$ cat config.mk
export PLATFORM = sky130hd
export DESIGN_NAME = welford_running_stats_unit
export DESIGN_NICKNAME = d
export VERILOG_FILES = /design/src/welf_pkg.sv /design/src/welford_running_stats_unit.sv
export SDC_FILE = /design/constraint.sdc
export NUM_CORES = 2
export LEC_CHECK = 0
export BUFFER_PORTS_ARGS = -buffer_cell sky130_fd_sc_hd__clkbuf_2
export CAP_MARGIN = 20
export CORE_MARGIN = 2
export CORE_UTILIZATION = 56
export CTS_CLUSTER_SIZE = 24
export DETAILED_ROUTE_END_ITERATION = 16
export MAX_ROUTING_LAYER = met4
export PLACE_DENSITY = 0.73
export SLEW_MARGIN = 20
export SYNTH_ARGS = -nofsm -noshare
export SYNTH_HDL_FRONTEND = slang
export SYNTH_SLANG_ARGS = --single-unit
$ cat constraint.sdc
create_clock -name clk -period 13.5 [get_ports clk]
set_input_delay 0.675 -clock clk [delete_from_list [all_inputs] [get_ports clk]]
set_output_delay 0.675 -clock clk [all_outputs]
set_load 0.02 [all_outputs]
$ cat src/welf_pkg.sv
// ----------------------------------------------------------------------------
// welf_pkg
// Shared widths, constants and sequencer states for the running statistics
// unit (online mean, sum of squared deviations, min and max).
// ----------------------------------------------------------------------------
package welf_pkg;

  // Field widths
  localparam int SAMPLE_BITS = 32;
  localparam int FRAC_BITS   = 16;
  localparam int MEAN_BITS   = 48;
  localparam int COUNT_BITS  = 32;
  localparam int M2_BITS     = 64;
  localparam int OUT_BITS    = COUNT_BITS + MEAN_BITS + M2_BITS + 2 * SAMPLE_BITS;

  // Datapath widths: |delta| stays below 2^MEAN_BITS
  localparam int MAG_BITS    = MEAN_BITS;
  localparam int DELTA_BITS  = MEAN_BITS + 1;
  localparam int PROD_BITS   = 2 * MAG_BITS;

  // Divider runs one quotient bit per cycle
  localparam int DIV_STEPS   = MAG_BITS;
  localparam int STEP_BITS   = $clog2(DIV_STEPS);

  // Multiplier works on 16-bit digits of the second operand, high digit first
  localparam int CHUNK_BITS  = 16;
  localparam int NUM_CHUNKS  = MAG_BITS / CHUNK_BITS;
  localparam int PP_BITS     = MAG_BITS + CHUNK_BITS;

  // Sequencer states
  typedef enum logic [2:0] {
    ST_IDLE,
    ST_DIV,
    ST_MEAN,
    ST_DELTA2,
    ST_MUL,
    ST_ACC
  } state_t;

  typedef logic signed [MEAN_BITS-1:0]   mean_t;
  typedef logic signed [DELTA_BITS-1:0]  delta_t;
  typedef logic        [MAG_BITS-1:0]    mag_t;
  typedef logic        [COUNT_BITS-1:0]  count_t;
  typedef logic        [M2_BITS-1:0]     m2_t;
  typedef logic signed [SAMPLE_BITS-1:0] sample_t;

endpackage

$ cat src/welford_running_stats_unit.sv
// ----------------------------------------------------------------------------
// welford_running_stats_unit
// Online running statistics over a stream of signed samples.
// ----------------------------------------------------------------------------
// Usage:
//   Input channel (in_*): one signed 32-bit sample per transfer.
//   Output channel (out_*): one result per sample carrying the sample count,
//   the running mean and M2 (both with 16 fraction bits), and the minimum
//   and maximum sample seen so far.
//   Each sample passes, from input transfer to result valid, through the
//   bit-serial divider that forms delta / count, a step that moves the
//   mean, a step that forms the second deviation, the 48x16 digit
//   multiplier, and a step that adds into M2. The divider loop takes the
//   largest share of each sample's time; a new sample is taken only once
//   the previous one is through, as in_tready is high only while the
//   sequencer is idle.
//   The result sits in an output register; the next sample is accepted
//   while it waits. If the receiver stalls, the sequencer holds in its last
//   step until the output register frees up, then commits.
//   Reset clears count, mean and M2, sets the minimum to the largest sample
//   value and the maximum to the smallest, and drops out_tvalid.
// ----------------------------------------------------------------------------
module welford_running_stats_unit (
  input  logic                                clk,
  input  logic                                rst_n,
  // Input stream
  input  logic                                in_tvalid,
  output logic                                in_tready,
  input  logic [welf_pkg::SAMPLE_BITS-1:0]    in_tdata,   // [31:0] sample
  // Result stream
  output logic                                out_tvalid,
  input  logic                                out_tready,
  // [31:0] sample_count, [79:32] running_mean, [143:80] sq_dev_sum,
  // [175:144] min_seen, [207:176] max_seen
  output logic [welf_pkg::OUT_BITS-1:0]       out_tdata
);

  // Architectural state
  welf_pkg::state_t                 state_r, state_nxt;
  welf_pkg::count_t                 count_r, count_nxt;
  welf_pkg::mean_t                  mean_r, mean_nxt;
  welf_pkg::m2_t                    m2_r, m2_nxt;
  welf_pkg::sample_t                min_r, min_nxt;
  welf_pkg::sample_t                max_r, max_nxt;

  // Per-item working registers
  welf_pkg::sample_t                x_r, x_nxt;
  welf_pkg::mean_t                  xs_r, xs_nxt;
  welf_pkg::mag_t                   dmag_r, dmag_nxt;     // |delta|
  logic                             dneg_r, dneg_nxt;
  welf_pkg::mag_t                   dvd_r, dvd_nxt;       // dividend / quotient
  logic [welf_pkg::COUNT_BITS-1:0]  rem_r, rem_nxt;
  logic [welf_pkg::STEP_BITS-1:0]   step_r, step_nxt;
  welf_pkg::mag_t                   d2mag_r, d2mag_nxt;   // |delta2|
  logic                             d2neg_r, d2neg_nxt;
  logic [welf_pkg::PP_BITS-1:0]     pp_r, pp_nxt;
  logic [welf_pkg::PROD_BITS-1:0]   acc_r, acc_nxt;

  // Output register
  logic                             out_valid_r, out_valid_nxt;
  logic [welf_pkg::OUT_BITS-1:0]    out_data_r, out_data_nxt;

  // Combinational helpers
  logic                             in_xfer;
  logic                             out_free;
  welf_pkg::mean_t                  xs_in;
  welf_pkg::delta_t                 delta_in;
  logic [welf_pkg::COUNT_BITS:0]    rem_sh;
  logic [welf_pkg::COUNT_BITS:0]    rem_diff;
  welf_pkg::mean_t                  q_signed;
  welf_pkg::delta_t                 delta2;
  logic [welf_pkg::CHUNK_BITS-1:0]  chunk;
  logic [welf_pkg::PROD_BITS-1:0]   prod_sh;
  welf_pkg::m2_t                    m2_add;
  logic [welf_pkg::M2_BITS:0]       m2_sum;
  logic                             opp_sign;
  logic                             d_pos, d2_pos;

  assign in_tready  = (state_r == welf_pkg::ST_IDLE);
  assign in_xfer    = in_tvalid && in_tready;
  assign out_free   = !out_valid_r || out_tready;
  assign out_tvalid = out_valid_r;
  assign out_tdata  = out_data_r;

  // Scaled sample and first deviation
  assign xs_in    = welf_pkg::mean_t'(signed'(in_tdata)) <<< welf_pkg::FRAC_BITS;
  assign delta_in = welf_pkg::delta_t'(xs_in) - welf_pkg::delta_t'(mean_r);

  // Restoring divider step: remainder stays below the count
  assign rem_sh   = {rem_r, dvd_r[welf_pkg::MAG_BITS-1]};
  assign rem_diff = rem_sh - {1'b0, count_r};

  // Signed quotient and second deviation
  assign q_signed = dneg_r ? welf_pkg::mean_t'(-dvd_r) : welf_pkg::mean_t'(dvd_r);
  assign delta2   = welf_pkg::delta_t'(xs_r) - welf_pkg::delta_t'(mean_r);

  // Multiplier digit, high digit first
  always_comb begin
    unique case (step_r[1:0])
      2'd0:    chunk = d2mag_r[3*welf_pkg::CHUNK_BITS-1:2*welf_pkg::CHUNK_BITS];
      2'd1:    chunk = d2mag_r[2*welf_pkg::CHUNK_BITS-1:welf_pkg::CHUNK_BITS];
      2'd2:    chunk = d2mag_r[welf_pkg::CHUNK_BITS-1:0];
      default: chunk = '0;
    endcase
  end

  // M2 increment: truncate fraction bits, saturate, add with saturation
  assign d_pos    = !dneg_r && (dmag_r != '0);
  assign d2_pos   = !d2neg_r && (d2mag_r != '0);
  assign opp_sign = (dneg_r && d2_pos) || (d_pos && d2neg_r);
  assign prod_sh  = acc_r >> welf_pkg::FRAC_BITS;
  always_comb begin
    if (opp_sign) begin
      m2_add = '0;
    end else if (prod_sh[welf_pkg::PROD_BITS-1:welf_pkg::M2_BITS] != '0) begin
      m2_add = '1;
    end else begin
      m2_add = prod_sh[welf_pkg::M2_BITS-1:0];
    end
  end
  assign m2_sum = {1'b0, m2_r} + {1'b0, m2_add};

  // Sequencer: next state and datapath
  always_comb begin
    state_nxt     = state_r;
    count_nxt     = count_r;
    mean_nxt      = mean_r;
    m2_nxt        = m2_r;
    min_nxt       = min_r;
    max_nxt       = max_r;
    x_nxt         = x_r;
    xs_nxt        = xs_r;
    dmag_nxt      = dmag_r;
    dneg_nxt      = dneg_r;
    dvd_nxt       = dvd_r;
    rem_nxt       = rem_r;
    step_nxt      = step_r;
    d2mag_nxt     = d2mag_r;
    d2neg_nxt     = d2neg_r;
    pp_nxt        = pp_r;
    acc_nxt       = acc_r;
    out_valid_nxt = out_valid_r && !out_tready;
    out_data_nxt  = out_data_r;

    unique case (state_r)
      welf_pkg::ST_IDLE: begin
        if (in_xfer) begin
          if (count_r != '1) begin
            count_nxt = count_r + welf_pkg::count_t'(1);
          end
          x_nxt    = in_tdata;
          xs_nxt   = xs_in;
          dneg_nxt = delta_in[welf_pkg::DELTA_BITS-1];
          dmag_nxt = delta_in[welf_pkg::DELTA_BITS-1] ?
                     welf_pkg::mag_t'(-delta_in) : welf_pkg::mag_t'(delta_in);
          dvd_nxt  = delta_in[welf_pkg::DELTA_BITS-1] ?
                     welf_pkg::mag_t'(-delta_in) : welf_pkg::mag_t'(delta_in);
          rem_nxt  = '0;
          step_nxt = '0;
          state_nxt = welf_pkg::ST_DIV;
        end
      end

      welf_pkg::ST_DIV: begin
        if (!rem_diff[welf_pkg::COUNT_BITS]) begin
          rem_nxt = rem_diff[welf_pkg::COUNT_BITS-1:0];
          dvd_nxt = {dvd_r[welf_pkg::MAG_BITS-2:0], 1'b1};
        end else begin
          rem_nxt = rem_sh[welf_pkg::COUNT_BITS-1:0];
          dvd_nxt = {dvd_r[welf_pkg::MAG_BITS-2:0], 1'b0};
        end
        if (step_r == welf_pkg::STEP_BITS'(welf_pkg::DIV_STEPS - 1)) begin
          state_nxt = welf_pkg::ST_MEAN;
        end else begin
          step_nxt = step_r + 1'b1;
        end
      end

      welf_pkg::ST_MEAN: begin
        mean_nxt  = mean_r + q_signed;
        state_nxt = welf_pkg::ST_DELTA2;
      end

      welf_pkg::ST_DELTA2: begin
        d2neg_nxt = delta2[welf_pkg::DELTA_BITS-1];
        d2mag_nxt = delta2[welf_pkg::DELTA_BITS-1] ?
                    welf_pkg::mag_t'(-delta2) : welf_pkg::mag_t'(delta2);
        step_nxt  = '0;
        acc_nxt   = '0;
        state_nxt = welf_pkg::ST_MUL;
      end

      welf_pkg::ST_MUL: begin
        // digit product registered, then shifted accumulate
        pp_nxt = {{welf_pkg::CHUNK_BITS{1'b0}}, dmag_r}
               * {{welf_pkg::MAG_BITS{1'b0}}, chunk};
        if (step_r != '0) begin
          acc_nxt = {acc_r[welf_pkg::PROD_BITS-welf_pkg::CHUNK_BITS-1:0],
                     {welf_pkg::CHUNK_BITS{1'b0}}}
                  + welf_pkg::PROD_BITS'(pp_r);
        end
        if (step_r == welf_pkg::STEP_BITS'(welf_pkg::NUM_CHUNKS)) begin
          state_nxt = welf_pkg::ST_ACC;
        end else begin
          step_nxt = step_r + 1'b1;
        end
      end

      welf_pkg::ST_ACC: begin
        if (out_free) begin
          m2_nxt  = m2_sum[welf_pkg::M2_BITS] ? '1 : m2_sum[welf_pkg::M2_BITS-1:0];
          min_nxt = (x_r < min_r) ? x_r : min_r;
          max_nxt = (x_r > max_r) ? x_r : max_r;
          out_valid_nxt = 1'b1;
          out_data_nxt  = {max_nxt, min_nxt, m2_nxt, mean_r, count_r};
          state_nxt     = welf_pkg::ST_IDLE;
        end
      end

      default: begin
        state_nxt = welf_pkg::ST_IDLE;
      end
    endcase
  end

  // Control and architectural state
  always_ff @(posedge clk) begin
    if (!rst_n) begin
      state_r     <= welf_pkg::ST_IDLE;
      count_r     <= '0;
      mean_r      <= '0;
      m2_r        <= '0;
      min_r       <= {1'b0, {(welf_pkg::SAMPLE_BITS-1){1'b1}}};
      max_r       <= {1'b1, {(welf_pkg::SAMPLE_BITS-1){1'b0}}};
      out_valid_r <= 1'b0;
      step_r      <= '0;
    end else begin
      state_r     <= state_nxt;
      count_r     <= count_nxt;
      mean_r      <= mean_nxt;
      m2_r        <= m2_nxt;
      min_r       <= min_nxt;
      max_r       <= max_nxt;
      out_valid_r <= out_valid_nxt;
      step_r      <= step_nxt;
    end
  end

  // Working and payload registers
  always_ff @(posedge clk) begin
    x_r        <= x_nxt;
    xs_r       <= xs_nxt;
    dmag_r     <= dmag_nxt;
    dneg_r     <= dneg_nxt;
    dvd_r      <= dvd_nxt;
    rem_r      <= rem_nxt;
    d2mag_r    <= d2mag_nxt;
    d2neg_r    <= d2neg_nxt;
    pp_r       <= pp_nxt;
    acc_r      <= acc_nxt;
    out_data_r <= out_data_nxt;
  end

  // Divider remainder always stays below the divisor
  a_rem_below_count: assert property (@(posedge clk) disable iff (!rst_n)
    (state_r == welf_pkg::ST_DIV) |-> (rem_r < count_r))
    else $error("divider remainder not below count");

  // Never divide by zero once an item is in flight
  a_count_nonzero: assert property (@(posedge clk) disable iff (!rst_n)
    (state_r != welf_pkg::ST_IDLE) |-> (count_r != '0))
    else $error("count is zero while busy");

  // M2 never decreases
  a_m2_monotonic: assert property (@(posedge clk) disable iff (!rst_n)
    (state_r == welf_pkg::ST_ACC) && out_free |=> (m2_r >= $past(m2_r)))
    else $error("M2 decreased");

  // A new result only appears when the sequencer commits
  a_result_from_commit: assert property (@(posedge clk) disable iff (!rst_n)
    $rose(out_valid_r) |-> ($past(state_r) == welf_pkg::ST_ACC))
    else $error("result raised outside commit step");

endmodule

# Yosys cells after proc, flatten, opt, wreduce, memory -nomap -nowiden
# Index checks and enable logic that the tools add are counted.
# Widths: inputs -> output; s select.
[totals] register_bits=796 out_inout_bits=210 elab_cells=105
[op_classes] mul=1 n_reduce_logical=28 n_mux=28 add_sub_neg=11 eq_ne=17 order_cmp=2
[op_table] cell="$mux 48" count=4
[op_table] cell="$mux 64" count=3
[op_table] cell="$pmux 96 s2" count=1
[op_table] cell="$neg 48->48" count=3
[op_table] cell="$mux 32" count=4
[op_table] cell="$sub 48x48->49" count=2
[op_table] cell="$add 96x64->96" count=1
[op_table] cell="$mux 96" count=1
[op_table] cell="$pmux 48 s2" count=1
[op_table] cell="$reduce_bool 48->1" count=2
[op_table] cell="$add 64x64->65" count=1
[op_table] cell="$mul 48x16->64" count=1
[op_table] cell="$pmux 32 s2" count=1
[op_table] cell="$add 48x48->48" count=1
[op_table] cell="$pmux 16 s3" count=1
[op_table] cell="$sub 33x32->33" count=1
[op_table] cell="$add 32x1->32 const B" count=1
[op_table] cell="$gt 32x32->1" count=1
[op_table] cell="$lt 32x32->1" count=1
[op_table] cell="$ne 32x32->1 const B" count=1
[op_table] cell="$reduce_bool 32->1" count=1
[op_table] cell="$pmux 6 s4" count=1
[op_table] cell="$mux 6" count=3
[op_table] cell="$pmux 3 s6" count=1
[op_table] cell="23 further kinds" count=49

# Longest topological paths before layout
[depth] ltp_word=7 depth_mapped=33 depth_no_buf=29

# Least setup slack after synthesis
# No wires, ideal clock.
[synth_timing] kind="register to register" start="register step_r[0] in the netlist's numbering" end="register pp_r[61] in the netlist's numbering, data pin" stages_incl_launch_ff=31 t_required_ns=13.241 slack_ns=5.355 t_arrival_ns=7.886 path_cell_list="dfxtp_1 -> inv_1 -> ha_1 -> clkbuf_1 -> clkbuf_1 -> a222oi_1 -> nor2_1 -> clkbuf_1 -> clkbuf_1 -> nand2_1 -> fa_1 -> fa_1 -> fa_1 -> inv_1 -> fa_1 -> fa_1 -> inv_1 -> fa_1 -> inv_1 -> ha_1 -> a21o_1 -> a21o_1 -> a31oi_1 -> a21oi_1 -> o311ai_0 -> nand4b_1 -> a21o_1 -> a41o_1 -> or2_2 -> a41oi_1 -> xnor2_1"
[synth_via] elab_chain_cells=3 word_cells_on_any_way=5 cone_classes="mul (1); eq/ne (2); mux (1); reduce/logical (1)"
[synth_rtl] item="from (decl)" line="welford_running_stats_unit.sv:53" source="logic [welf_pkg::STEP_BITS-1:0] step_r, step_nxt;"
[synth_rtl] item="from (signal assigned)" line="welford_running_stats_unit.sv:245" source="step_r <= step_nxt;"
[synth_rtl] item="$eq 2x2->1 (tied with other cells)" line="welford_running_stats_unit.sv:99" source="unique case (step_r[1:0])"
[synth_rtl] item="$pmux 16 s3 (*)" line="welford_running_stats_unit.sv:99"
[synth_rtl] item="$mul 48x16->64 (*)" line="welford_running_stats_unit.sv:196" source="* {{welf_pkg::MAG_BITS{1'b0}}, chunk};"
[synth_rtl] item="to (signal assigned)" line="welford_running_stats_unit.sv:259" source="pp_r <= pp_nxt;"
[synth_rtl] item="to (decl)" line="welford_running_stats_unit.sv:56" source="logic [welf_pkg::PP_BITS-1:0] pp_r, pp_nxt;"
# Mark *: on every way between the ends. The rest lies on a longest branch, timed or not.
# A chain may end at the register's enable or synchronous reset.

# Worst setup path after layout
[layout_timing] start="register step_r[0] in the netlist's numbering" end="register pp_r[62] in the netlist's numbering, data pin"
# The elaborated chain is that of the path after synthesis.

==> results.sh <==
export IMPL_area_growth_pct=7.87
export IMPL_drv_cap=0
export IMPL_initial_utilization=0.565
export IMPL_critPathMaxFanout=25
export IMPL_critPathBufInv=5
export IMPL_io_buffers=245
export IMPL_grt_max_degree=168
export IMPL_ys_warn_count=0
export IMPL_crit_slowest_cell="nor2_4"
export IMPL_drt_wl_total_mm=208
export IMPL_clock_path_buffers=3
export IMPL_required_ns=13.95
export IMPL_fin_setup_tns_ns=0
export IMPL_wl_per_cell_um=21.1
export IMPL_finalCritPeriodShare=0.692
export IMPL_synth_ff_type="edfxtp_1"
export IMPL_skew_ns=0.0500
export IMPL_hpwl_mm=154
export IMPL_cp_end_kind="flip-flop"
export IMPL_synth_edf_count=578
export IMPL_yosysSeqAreaShare=0.296
export IMPL_vias_per_cell=5.98
export IMPL_firstDrtPassIters=7
export IMPL_boundaryPins=246
export IMPL_timing_worst_setup_path_type="reg -> reg"
export IMPL_synth_area_leaders="edfxtp_1, fa_1, ha_1"
export IMPL_cts_hold_buf=0
export IMPL_max_stage_delay_ns=0.69
export IMPL_postSynthCellCount=8064
export IMPL_drc=0
export IMPL_worstPathArrival_ns=9.80
export IMPL_drt_iter0_markers=5297
export IMPL_cts_resized=0
export IMPL_cts_made_buffers=89
export IMPL_core_area_mm2=0.130
export IMPL_synth_most_common_cell="nand2_1"
export IMPL_hold_class="in -> reg"
export IMPL_die_h_um=366
export IMPL_ys_seq_elements=796
export IMPL_start_kind="flip-flop"
export IMPL_clockRootBuffer="clkbuf_16"
export IMPL_fin_util=0.610
export IMPL_synthesis_area_mm2=0.0733
export IMPL_synth_nets=9207
export IMPL_grt_total_usage=0.315
export IMPL_finalCriticalPeriod_ns=9.35
export IMPL_grt_pass1_vias=58133
export IMPL_final_setup_viol_count=0
export IMPL_gp_congestion=0.982
export IMPL_status="completed"
export IMPL_synthTopCellsByCount="nand2_1, inv_1, fa_1"
export IMPL_synth_top_cell_by_area="edfxtp_1"
export IMPL_max_freq_mhz=107
export IMPL_cts_sinks=796
export IMPL_tritoncts="built"
export IMPL_drive_above_1_share=0.0741
export IMPL_yosysUniqueCellTypes=106
export IMPL_clk_pin_slew_worst_paths_ns=0.06
export IMPL_die_area_mm2=0.134
export IMPL_nets=9209
export IMPL_clk_latency_ns=0.72
export IMPL_worstMarginPinSlew_ns=1.11
export IMPL_cts_setup_buffers=0
export IMPL_grt_pass1_wl_mm=327
export IMPL_hold_violations=0
export IMPL_htree_num_levels=3
export IMPL_vias=59163
export IMPL_globalRoute_totalOverflow=0
export IMPL_antenna_found_initial=3
export IMPL_synth_top_area_frac=0.237
export IMPL_postRouteAntennaNets=0
export IMPL_slew_headroom=0.261
export IMPL_synthArstFlopShare=0
export IMPL_cp_top_family="adder cells"
export IMPL_avgSynthCellArea_um2=9.09
export IMPL_die_w_um=366
export IMPL_crit_top_cell="fa_1"
export IMPL_slew_viol_final=0
export IMPL_nFillCells=11137
export IMPL_rows=132
export IMPL_grt_setup_unrepaired="false"
per-layer routing:
metal	share of wire	track usage
met1	0.43	0.424
met2	0.46	0.492
met3	0.076	0.0487
met4	0.032	0.101
met5	0	-
flip-flops by register name, indices dropped and copies added (netlist names), 6 cells and up:
register and cells:
out_tdata 208, count_r 32, step_r 6, mean_r 48, xs_r 32, acc_r 96, min_r 32, dmag_r 48
rem_r 32, dvd_r 48, max_r 32, m2_r 64, d2mag_r 48, pp_r 64
worst paths after layout:
check | from | end | slack [ns] | cells past startpoint
max | step_r[0] | pp_r[62] | 4.15 | 27
min | in_tdata[24] | xs_r[40] | 0.19 | 1
max reg2reg | step_r[0] | pp_r[62] | 4.15 | 27
min reg2reg | count_r[16] | out_tdata[16] | 0.46 | 0
per-stage QoR:
stage               area, um^2  setup WS (ns)  cells  hold slack, ns
floorplan                73300           5.35   8064           0.408
finish                   79000           4.15   9886           0.185
detailed placement       75800           3.88   9717           0.446
CTS                      79000           3.89   9883           0.150
global placement         75800           4.14   9717           0.436
global route             79000           3.68   9885           0.151
worst reg2reg max path: cells and delay by family (launching register included):
family          cells  cell delay (ns)
fa+ha+maj           8             4.02
compound gates     10             2.97
simple gates        3             0.93
buf+inv             5             0.77
flops               1             0.34
xor+xnor            1             0.10
kinds of logic (layout without fill, tap and decap cells):
logic type | count (synthesis) | in the layout | synth area share
simple gates | 2719 | 2719 | 0.177
compound gates | 1569 | 1569 | 0.136
fa+ha+maj | 1107 | 1107 | 0.255
mux | 62 | 62 | 0.00888
buf+inv | 1341 | 1418 | 0.0703
xor+xnor | 470 | 470 | 0.0563
other cells | 0 | 3 | 0
flops | 796 | 796 | 0.296
layout by cell type, fill, tap and decap left out, types with 283 or more instances in the layout:
cell type / instances
fa_1: 646
nor2_1: 588
xnor2_1: 325
a21oi_1: 448
edfxtp_1: 578
ha_1: 461
nand2_1: 984
o21ai_0: 388
inv_1: 930
and2_1: 283
area by class of cell:
cell class / count / area (um^2) / area share
Multi-Input combinational cell: 5927 / 46600 / 0.590
Tap cell: 1742 / 2180 / 0.0276
Clock buffer: 109 / 2430 / 0.0307
Timing Repair Buffer: 319 / 1800 / 0.0227
Antenna cell: 3 / 7.51 / 0.0000950
Sequential cell: 796 / 21700 / 0.275
Clock inverter: 57 / 763 / 0.00966
Inverter: 933 / 3510 / 0.0444
Power is not shown: default switching activity piles up to over one toggle a cycle in this logic, so the estimate is an artifact.
